## config.mk

```make
export PLATFORM = sky130hd
export DESIGN_NAME = sha1_message_hasher
export DESIGN_NICKNAME = d
export VERILOG_FILES = /design/src/sha1_pkg.sv /design/src/sha1_sched.sv /design/src/sha1_core.sv /design/src/sha1_message_hasher.sv
export SDC_FILE = /design/constraint.sdc
export NUM_CORES = 2
export LEC_CHECK = 0
export ABC_CLOCK_PERIOD_IN_PS = 35500
export BUFFER_PORTS_ARGS = -buffer_cell sky130_fd_sc_hd__buf_2
export CAP_MARGIN = 20
export CORE_ASPECT_RATIO = 1.25
export CORE_MARGIN = 8
export CORE_UTILIZATION = 55
export DETAILED_ROUTE_END_ITERATION = 7
export PLACE_DENSITY_LB_ADDON = 0.1
export SETUP_SLACK_MARGIN = 0.05
export SLEW_MARGIN = 30
export SYNTH_ARGS = -nofsm -noshare
export SYNTH_HDL_FRONTEND = slang
export SYNTH_SLANG_ARGS = --single-unit
```

## constraint.sdc

```tcl
create_clock -name clk -period 35.5 [get_ports clk]
set_input_delay 0 -clock clk [delete_from_list [all_inputs] [get_ports clk]]
set_output_delay 0 -clock clk [all_outputs]
set_load 0.01 [all_outputs]
```

## src/sha1_pkg.sv

```systemverilog
// sha1_pkg: shared types, constants and round functions of the SHA-1 hasher.
// Used by sha1_sched, sha1_core, sha1_message_hasher and the bench tb; depends on nothing.
package sha1_pkg;

	localparam int unsigned NUM_H = 5;

	localparam logic [5:0] BLOCK_LAST   = 6'd63;
	localparam logic [5:0] LEN_POS      = 6'd56;
	localparam logic [7:0] PAD_MARK     = 8'h80;
	localparam logic [7:0] PAD_ZERO     = 8'h00;
	localparam logic [6:0] ROUND_LAST   = 7'd79;
	localparam logic [6:0] EARLY_ROUNDS = 7'd16;
	localparam logic [6:0] GROUP1_START = 7'd20;
	localparam logic [6:0] GROUP2_START = 7'd40;
	localparam logic [6:0] GROUP3_START = 7'd60;
	localparam logic [2:0] LAST_IDX     = 3'd4;

	typedef logic [NUM_H-1:0][31:0] hwords_t;

	// h0 sits at index 0
	localparam hwords_t H_INIT = {32'hc3d2e1f0, 32'h10325476, 32'h98badcfe,
		32'hefcdab89, 32'h67452301};

	typedef enum logic [1:0] {
		GRP_CH  = 2'd0,
		GRP_P1  = 2'd1,
		GRP_MAJ = 2'd2,
		GRP_P2  = 2'd3
	} round_grp_t;

	typedef enum logic [2:0] {
		ST_IDLE,
		ST_PAD,
		ST_COMP,
		ST_ADD,
		ST_DONE
	} state_t;

	typedef struct packed {
		logic [7:0] data_byte;
		logic       byte_present;
		logic       end_of_message;
	} in_item_t;

	typedef struct packed {
		logic [31:0] digest_word;
		logic [2:0]  word_index;
		logic        last_word;
	} out_item_t;

	typedef struct packed {
		logic       shift_byte;
		logic [7:0] byte_val;
		logic       round_en;
		logic       early;
	} sched_ctrl_t;

	typedef struct packed {
		logic       load;
		logic       round_en;
		round_grp_t grp;
		logic       add;
		logic       init;
	} core_ctrl_t;

	function automatic logic [31:0] round_k(input round_grp_t g);
		logic [31:0] k;
		unique case (g)
			GRP_CH:  k = 32'h5A827999;
			GRP_P1:  k = 32'h6ED9EBA1;
			GRP_MAJ: k = 32'h8F1BBCDC;
			GRP_P2:  k = 32'hCA62C1D6;
			default: k = 32'h5A827999;
		endcase
		return k;
	endfunction

	function automatic logic [31:0] round_f(input round_grp_t g, input logic [31:0] x,
		input logic [31:0] y, input logic [31:0] z);
		logic [31:0] f;
		unique case (g)
			GRP_CH:  f = (x & y) | (~x & z);
			GRP_MAJ: f = (x & y) | (x & z) | (y & z);
			default: f = x ^ y ^ z;
		endcase
		return f;
	endfunction

endpackage

```

## src/sha1_sched.sv

```systemverilog
// sha1_sched: 16-word window that gathers message bytes and rolls the schedule.
// Depends on sha1_pkg.
module sha1_sched (
	input  logic                    clk,
	input  sha1_pkg::sched_ctrl_t   ctrl,
	output logic [31:0]             w_t
);

	logic [31:0] win_q [16];
	logic [31:0] mixed;
	logic [31:0] w_new;

	// slot 0 holds the oldest word, slot 15 the newest
	assign mixed = win_q[13] ^ win_q[8] ^ win_q[2] ^ win_q[0];
	assign w_new = {mixed[30:0], mixed[31]};
	assign w_t   = ctrl.early ? win_q[0] : w_new;

	always_ff @(posedge clk) begin
		if (ctrl.shift_byte) begin
			for (int i = 0; i < 15; i++) begin
				win_q[i] <= {win_q[i][23:0], win_q[i+1][31:24]};
			end
			win_q[15] <= {win_q[15][23:0], ctrl.byte_val};
		end else if (ctrl.round_en) begin
			// early rounds rotate the block back into place
			for (int i = 0; i < 15; i++) begin
				win_q[i] <= win_q[i+1];
			end
			win_q[15] <= w_t;
		end
	end

endmodule

```

## src/sha1_core.sv

```systemverilog
// sha1_core: one shared SHA-1 round unit, working registers a..e and chaining words.
// Depends on sha1_pkg.
module sha1_core (
	input  logic                   clk,
	input  logic                   arst_n,
	input  sha1_pkg::core_ctrl_t   ctrl,
	input  logic [31:0]            w_t,
	output sha1_pkg::hwords_t      h
);

	sha1_pkg::hwords_t h_q;
	logic [31:0] a_q, b_q, c_q, d_q, e_q;
	logic [31:0] t_sum;

	assign t_sum = {a_q[26:0], a_q[31:27]} + sha1_pkg::round_f(ctrl.grp, b_q, c_q, d_q)
		+ e_q + w_t + sha1_pkg::round_k(ctrl.grp);
	assign h = h_q;

	always_ff @(posedge clk) begin
		if (ctrl.load) begin
			a_q <= h_q[0];
			b_q <= h_q[1];
			c_q <= h_q[2];
			d_q <= h_q[3];
			e_q <= h_q[4];
		end else if (ctrl.round_en) begin
			a_q <= t_sum;
			b_q <= a_q;
			c_q <= {b_q[1:0], b_q[31:2]};
			d_q <= c_q;
			e_q <= d_q;
		end
	end

	always_ff @(posedge clk or negedge arst_n) begin
		if (!arst_n) begin
			h_q <= sha1_pkg::H_INIT;
		end else if (ctrl.init) begin
			h_q <= sha1_pkg::H_INIT;
		end else if (ctrl.add) begin
			h_q[0] <= h_q[0] + a_q;
			h_q[1] <= h_q[1] + b_q;
			h_q[2] <= h_q[2] + c_q;
			h_q[3] <= h_q[3] + d_q;
			h_q[4] <= h_q[4] + e_q;
		end
	end

endmodule

```

## src/sha1_message_hasher.sv

```systemverilog
// sha1_message_hasher: SHA-1 over a byte stream; top level with sequencer and digest buffer.
// Depends on sha1_pkg, sha1_sched and sha1_core.
// A message arrives one byte per input beat; a beat with end_of_message set closes it,
// and may carry no byte so that an empty message works. Every 64th byte starts a
// compression on the single shared round unit: 80 rounds, then a fold of a..e into the
// chaining words, during all of which the input is not ready. On end of message the
// block pads one byte per cycle up to the end of the block (0x80, zeros, 64-bit
// big-endian bit length), which costs one or two compressions, then hands the digest
// to the output buffer. The five digest words h0..h4 then leave as five output beats,
// last_word marking h4. The output buffer drains on its own, so the next message may
// start while it is still being read; a following digest waits until the buffer is
// empty. On long messages the sustained byte rate is set by the one-round-per-cycle
// compression loop.
module sha1_message_hasher (
	input  logic                 clk,
	input  logic                 arst_n,
	input  logic                 in_valid,
	output logic                 in_ready,
	input  sha1_pkg::in_item_t   in_data,
	output logic                 out_valid,
	input  logic                 out_ready,
	output sha1_pkg::out_item_t  out_data
);

	sha1_pkg::state_t      state_q, state_d;
	sha1_pkg::sched_ctrl_t sc;
	sha1_pkg::core_ctrl_t  cc;
	sha1_pkg::hwords_t     h;
	sha1_pkg::hwords_t     dig_q;
	sha1_pkg::round_grp_t  grp;

	logic [5:0]  fill_q;
	logic [60:0] byte_cnt_q;
	logic [6:0]  rnd_q;
	logic        pad_q, mark_q, extra_q, final_q;
	logic        out_valid_q;
	logic [2:0]  idx_q;

	logic [31:0] w_t;
	logic [63:0] len_bits;
	logic [7:0]  len_byte;
	logic        in_fire, out_fire;
	logic        fill_adv, cnt_adv, pad_set, mark_set, extra_set, extra_clr, final_set;
	logic        clear_msg, load_out;

	assign in_fire  = in_valid && in_ready;
	assign out_fire = out_valid && out_ready;
	assign in_ready = (state_q == sha1_pkg::ST_IDLE);

	// length field: big-endian, byte k of the tail sits at fill 56 + k
	assign len_bits = {byte_cnt_q, 3'b000};
	assign len_byte = len_bits[{~fill_q[2:0], 3'b000} +: 8];

	always_comb begin
		if (rnd_q < sha1_pkg::GROUP1_START) begin
			grp = sha1_pkg::GRP_CH;
		end else if (rnd_q < sha1_pkg::GROUP2_START) begin
			grp = sha1_pkg::GRP_P1;
		end else if (rnd_q < sha1_pkg::GROUP3_START) begin
			grp = sha1_pkg::GRP_MAJ;
		end else begin
			grp = sha1_pkg::GRP_P2;
		end
	end

	always_ff @(posedge clk or negedge arst_n) begin
		if (!arst_n) begin
			state_q <= sha1_pkg::ST_IDLE;
		end else begin
			state_q <= state_d;
		end
	end

	// Sequencer: byte intake, padding, round loop, chaining add, digest hand-off.
	always_comb begin
		state_d     = state_q;
		sc          = '0;
		cc          = '0;
		cc.grp      = grp;
		sc.early    = (rnd_q < sha1_pkg::EARLY_ROUNDS);
		fill_adv    = 1'b0;
		cnt_adv     = 1'b0;
		pad_set     = 1'b0;
		mark_set    = 1'b0;
		extra_set   = 1'b0;
		extra_clr   = 1'b0;
		final_set   = 1'b0;
		clear_msg   = 1'b0;
		load_out    = 1'b0;
		unique case (state_q)
			sha1_pkg::ST_IDLE: begin
				if (in_fire) begin
					pad_set = in_data.end_of_message;
					if (in_data.byte_present) begin
						sc.shift_byte = 1'b1;
						sc.byte_val   = in_data.data_byte;
						fill_adv      = 1'b1;
						cnt_adv       = 1'b1;
						if (fill_q == sha1_pkg::BLOCK_LAST) begin
							cc.load = 1'b1;
							state_d = sha1_pkg::ST_COMP;
						end else if (in_data.end_of_message) begin
							state_d = sha1_pkg::ST_PAD;
						end
					end else if (in_data.end_of_message) begin
						state_d = sha1_pkg::ST_PAD;
					end
				end
			end
			sha1_pkg::ST_PAD: begin
				sc.shift_byte = 1'b1;
				fill_adv      = 1'b1;
				if (!mark_q) begin
					sc.byte_val = sha1_pkg::PAD_MARK;
					mark_set    = 1'b1;
					// mark lands inside the length field but short of the block end
					extra_set   = (fill_q >= sha1_pkg::LEN_POS)
						&& (fill_q != sha1_pkg::BLOCK_LAST);
				end else if ((fill_q < sha1_pkg::LEN_POS) || extra_q) begin
					sc.byte_val = sha1_pkg::PAD_ZERO;
					extra_clr   = (fill_q == sha1_pkg::BLOCK_LAST);
				end else begin
					sc.byte_val = len_byte;
					final_set   = (fill_q == sha1_pkg::BLOCK_LAST);
				end
				if (fill_q == sha1_pkg::BLOCK_LAST) begin
					cc.load = 1'b1;
					state_d = sha1_pkg::ST_COMP;
				end
			end
			sha1_pkg::ST_COMP: begin
				sc.round_en = 1'b1;
				cc.round_en = 1'b1;
				if (rnd_q == sha1_pkg::ROUND_LAST) begin
					state_d = sha1_pkg::ST_ADD;
				end
			end
			sha1_pkg::ST_ADD: begin
				cc.add = 1'b1;
				if (final_q) begin
					state_d = sha1_pkg::ST_DONE;
				end else if (pad_q) begin
					state_d = sha1_pkg::ST_PAD;
				end else begin
					state_d = sha1_pkg::ST_IDLE;
				end
			end
			sha1_pkg::ST_DONE: begin
				// hold until the previous digest has fully drained
				if (!out_valid_q) begin
					load_out  = 1'b1;
					cc.init   = 1'b1;
					clear_msg = 1'b1;
					state_d   = sha1_pkg::ST_IDLE;
				end
			end
			default: begin
				state_d = sha1_pkg::ST_IDLE;
			end
		endcase
	end

	always_ff @(posedge clk or negedge arst_n) begin
		if (!arst_n) begin
			fill_q     <= '0;
			byte_cnt_q <= '0;
			rnd_q      <= '0;
			pad_q      <= 1'b0;
			mark_q     <= 1'b0;
			extra_q    <= 1'b0;
			final_q    <= 1'b0;
		end else begin
			if (fill_adv) begin
				fill_q <= fill_q + 6'd1;
			end
			if (cnt_adv) begin
				byte_cnt_q <= byte_cnt_q + 61'd1;
			end
			if (state_q == sha1_pkg::ST_COMP) begin
				rnd_q <= (rnd_q == sha1_pkg::ROUND_LAST) ? 7'd0 : rnd_q + 7'd1;
			end
			if (pad_set) begin
				pad_q <= 1'b1;
			end
			if (mark_set) begin
				mark_q <= 1'b1;
			end
			if (extra_set) begin
				extra_q <= 1'b1;
			end else if (extra_clr) begin
				extra_q <= 1'b0;
			end
			if (final_set) begin
				final_q <= 1'b1;
			end
			if (clear_msg) begin
				fill_q     <= '0;
				byte_cnt_q <= '0;
				pad_q      <= 1'b0;
				mark_q     <= 1'b0;
				extra_q    <= 1'b0;
				final_q    <= 1'b0;
			end
		end
	end

	// Digest buffer: word 0 is always the one on offer; advance by shifting down.
	always_ff @(posedge clk or negedge arst_n) begin
		if (!arst_n) begin
			out_valid_q <= 1'b0;
			idx_q       <= '0;
		end else if (load_out) begin
			out_valid_q <= 1'b1;
			idx_q       <= '0;
		end else if (out_fire) begin
			idx_q <= idx_q + 3'd1;
			if (idx_q == sha1_pkg::LAST_IDX) begin
				out_valid_q <= 1'b0;
			end
		end
	end

	always_ff @(posedge clk) begin
		if (load_out) begin
			dig_q <= h;
		end else if (out_fire) begin
			for (int i = 0; i < sha1_pkg::NUM_H - 1; i++) begin
				dig_q[i] <= dig_q[i+1];
			end
		end
	end

	assign out_valid            = out_valid_q;
	assign out_data.digest_word = dig_q[0];
	assign out_data.word_index  = idx_q;
	assign out_data.last_word   = (idx_q == sha1_pkg::LAST_IDX);

	sha1_sched u_sched (
		.clk  (clk),
		.ctrl (sc),
		.w_t  (w_t)
	);

	sha1_core u_core (
		.clk    (clk),
		.arst_n (arst_n),
		.ctrl   (cc),
		.w_t    (w_t),
		.h      (h)
	);

`ifndef ASSERT_OFF
	// a compression always starts on a freshly completed block
	a_comp_block_full: assert property (@(posedge clk) disable iff (!arst_n)
		(state_q == sha1_pkg::ST_COMP) |-> (fill_q == 6'd0))
		else $error("compression running on a partial block");

	// round loop stays within 80 rounds and leaves through the chaining add
	a_round_exit: assert property (@(posedge clk) disable iff (!arst_n)
		(state_q == sha1_pkg::ST_COMP && rnd_q == sha1_pkg::ROUND_LAST)
		|=> (state_q == sha1_pkg::ST_ADD && rnd_q == 7'd0))
		else $error("round loop did not finish after 80 rounds");

	// the digest buffer is never reloaded while words are still on offer
	a_no_overwrite: assert property (@(posedge clk) disable iff (!arst_n)
		load_out |-> !out_valid_q)
		else $error("digest loaded over undelivered words");

	// word index never runs past h4 while a beat is on offer
	a_index_range: assert property (@(posedge clk) disable iff (!arst_n)
		out_valid_q |-> (idx_q <= sha1_pkg::LAST_IDX))
		else $error("digest word index out of range");
`endif

endmodule

```

==> flow_metrics.py <==
metrics = {
    "clock_tree": {
        "clockRootBuffer": "clkbuf_16",
        "ctsResizeCount": 0,
        "clk_pin_slew_worst_paths_ns": 0.06,
        "cts_tree": "yes",
        "clockBufferDepth": 3,
        "cts_setup_buffers": 0,
        "cts_hold_buf": 18,
        "numCtsBuffers": 110,
        "numClockSinks": 1077,
        "clk_latency_ns": 0.74,
        "cts_max_level": 3,
    },
    "yosys": {
        "yosys-top-cells-area": "edfxtp_1 42%, nand2_1 16%, dfrtp_1 6.9%, ha_1 4.2%, fa_1 4.2%",
        "ys_warn_count": 0,
        "synthCells": 6232,
        "avgSynthCellArea_sq_um": 9.55,
        "ys_async_sr_fraction": 0.227,
        "synth_edf_count": 832,
        "synth_area_leader_cell": "edfxtp_1",
        "yosysTopAreaCellShare": 0.420,
        "ys_ff_latch": 1077,
        "synthFlopType": "edfxtp_1",
        "netlist_area_sq_um": 59500,
        "ys_types": 87,
        "synth.net_count": 6573,
        "seq_area_frac_synth": 0.524,
    },
    "timing": {
        "tns_ns": 0,
        "rsz0062_at_grt": "false",
        "hold_viol": 0,
        "tightestPinTransition_ns": 1.28,
        "max_freq_mhz": 129,
        "fin_hold_ws_ns": 0.0991,
        "fin_crit_ns": 7.73,
        "setup_viol": 0,
        "period_share": 0.218,
        "maxSlewHeadroom": 0.147,
        "slew_viol_final": 0,
        "fin_skew_ns": 0.0407,
    },
    "global_route": {
        "track_usage": 0.266,
        "antenna_found_initial": 2,
        "grt_pass1_wl_microns": 247000,
        "grt.overflow.total": 0,
        "grt_max_degree": 204,
        "grt_pass1_vias": 43200,
    },
    "critical_path": {
        "crit_type": "flip-flop to flip-flop",
        "required_ns": 35.96,
        "worst_path_max_delay_cell": "fa_1",
        "critPathArrivalTime_ns": 8.19,
        "slowest_delay_ns": 0.62,
        "crit_top_cell": "inv_1",
        "critPathMaxFanout": 55,
        "cp-start-kind": "flip-flop",
        "cp_cell_sequence": "inv_1 > maj3_1 > a211oi_4 > buf_4 > inv_1 > ha_1 > fa_1 > inv_1 > fa_1 > fa_1 > inv_1 > ha_1 > inv_1 > fa_1 > nor2b_1 > o21a_1 > o21ai_0 > a21oi_1 > o211ai_1 > nand3_1 > a21boi_0 > o21bai_1 > a2111oi_0 > nor3b_1",
        "cpLargestDelayFamily": "adder cells",
        "reg2reg_from": "rnd_q[5]",
        "end_kind": "flip-flop",
        "critPathLaunch": "rnd_q[5]",
        "crit_buf_inv": 6,
    },
    "min_path": {
        "hp-start": "in_data[6]",
        "hp-class": "input port to flip-flop",
    },
    "drt": {
        "wl_microns": 159000,
        "vias": 44000,
        "post-route-drc-count": 0,
        "first_pass_iters": 6,
        "ant_nets": 0,
        "wl_per_cell_microns": 20.7,
        "first_iter_violations": 3937,
        "avgViaCountPerCell": 5.72,
    },
    "place": {
        "gp_congestion": 0.944,
        "placed_area_sq_um": 60900,
        "post-dp-hpwl_microns": 110000,
        "io_buffers": 51,
    },
    "power_and_ir_drop": {
        "ir_drop_v": 0.0000617,
        "leakagePower_nw": 28.6,
        "total_power_mw": 5.49,
        "power_density_nw_per_um2": 84.8,
    },
    "floorplan": {
        "die_area_sq_um": 119000,
        "core_area_sq_um": 108000,
        "io_pins": 52,
        "num_rows": 135,
        "fp.dieW_microns": 310,
        "die_h_microns": 384,
        "start_util": 0.552,
    },
    "finish": {
        "area_delta_synth_final_pct": 8.78,
        "fin_nets": 6492,
        "fillers": 9229,
        "final_area_sq_um": 64800,
        "drive_gt1_frac": 0.0683,
    },
    "outcome": {
        "status": "completed",
    },
    "run": {
        "cap_violations": 0,
    },
}
==> registers in the layout, indices dropped and copies added, names as in the netlist, 32 cells and up <==
name           flops
u_core.e_q        32
byte_cnt_q        61
dig_q            128
u_core.h         160
u_core.b_q        32
u_core.c_q        32
out_data          32
u_sched.win_q    512
u_core.a_q        32
u_core.d_q        32
==> metal layers <==
layer,part of all wire,GRT usage,routed length [microns],vias to the layer above
met1,0.41,0.338,65100,21500
met5,0,0,0,-
met2,0.49,0.455,78400,1206
li1,-,-,-,20900
met4,0.050,0.124,7910,0
met3,0.047,0.0304,7520,350
==> report_power, final <==
part           switching (mW)  internal [mW]  total [mW]
registers               0.353           2.02        2.37
clock network           0.513          0.669        1.18
logic                    1.18          0.759        1.94
==> placed cells by master (no fill, tap or decap), drive strengths merged, types with 10 or more instances in the layout <==
cell and n:
a211o 10, a211oi 33, a21o 71, a21oi 261, a221o 15, a22oi 22, a31oi 19, and2 17
and3 41, buf 96, clkbuf 162, clkinv 31, dfrtp 165, dfstp 80, dlygate4sd3 17, edfxtp 832
fa 125, ha 202, inv 235, mux2 32, mux2i 19, mux4 13, nand2 2460, nand2b 16
nand3 89, nand4 21, nor2 245, nor2b 25, nor3 43, nor3b 22, o211ai 46, o21a 36
o21ai 252, o21bai 19, o31ai 19, or3 33, xnor2 185, xor2 101
==> cells by family after synthesis <==
family,Yosys count,share of synthesized area
compound gates,892,0.0937
xor+xnor,286,0.0421
fa+ha+maj,328,0.0846
buf+inv,540,0.0361
flops,1077,0.524
mux,64,0.0142
simple gates,3045,0.205
==> worst min-delay path, cell delays in order <==
cell,delay (ns)
dlygate4sd3_1,0.51
buf_2,0.12
a21o_1,0.10
==> final cells by class <==
type	instances	area, sq um	area share
Clock inverter	47	563	0.00869
Antenna cell	1	2.50	0.0000386
Clock buffer	162	3080	0.0475
Tap cell	1438	1800	0.0278
Inverter	234	886	0.0137
Sequential cell	1077	31200	0.482
Timing Repair Buffer	113	931	0.0144
Multi-Input combinational cell	4615	26300	0.406
==> cell usage after synthesis, drive strengths merged, types with 15 or more instances <==
cell / count
a22oi: 22
xor2: 101
o21a: 36
nand3: 89
buf: 54
ha: 202
nand2b: 16
mux2: 32
dfstp: 80
clkbuf: 252
a211oi: 33
o31ai: 19
xnor2: 185
mux2i: 19
o21ai: 252
dfrtp: 165
o211ai: 46
nor3: 43
nand4: 21
fa: 125
edfxtp: 832
and3: 41
nand2: 2460
nor2b: 25
or3: 33
nor2: 245
a21o: 71
a21oi: 261
and2: 17
a31oi: 19
a221o: 15
inv: 234
nor3b: 22
o21bai: 19
==> stage by stage <==
step / setup WS [ns] / util / std cells
2_1_floorplan: 21.83 / - / 6232
3_3_place_gp: 28.02 / 0.564 / 7457
3_5_place_dp: 27.87 / 0.564 / 7458
4_1_cts: 27.80 / 0.600 / 7685
5_1_grt: 27.36 / 0.600 / 7686
6_report: 27.77 / 0.600 / 7687
==> final timing paths <==
path	slack, ns	depth (start not counted)	to
min reg2reg	0.50	0	dig_q[157]
max	27.77	24	u_core.a_q[19]
min in group asynchronous	0.42	3	u_core.h[97]
max reg2reg	27.77	24	u_core.a_q[19]
max in group asynchronous	33.65	5	u_core.h[93]
min	0.1	3	u_sched.win_q[15][4]
Note: power is estimated with default switching activity, not from simulation.
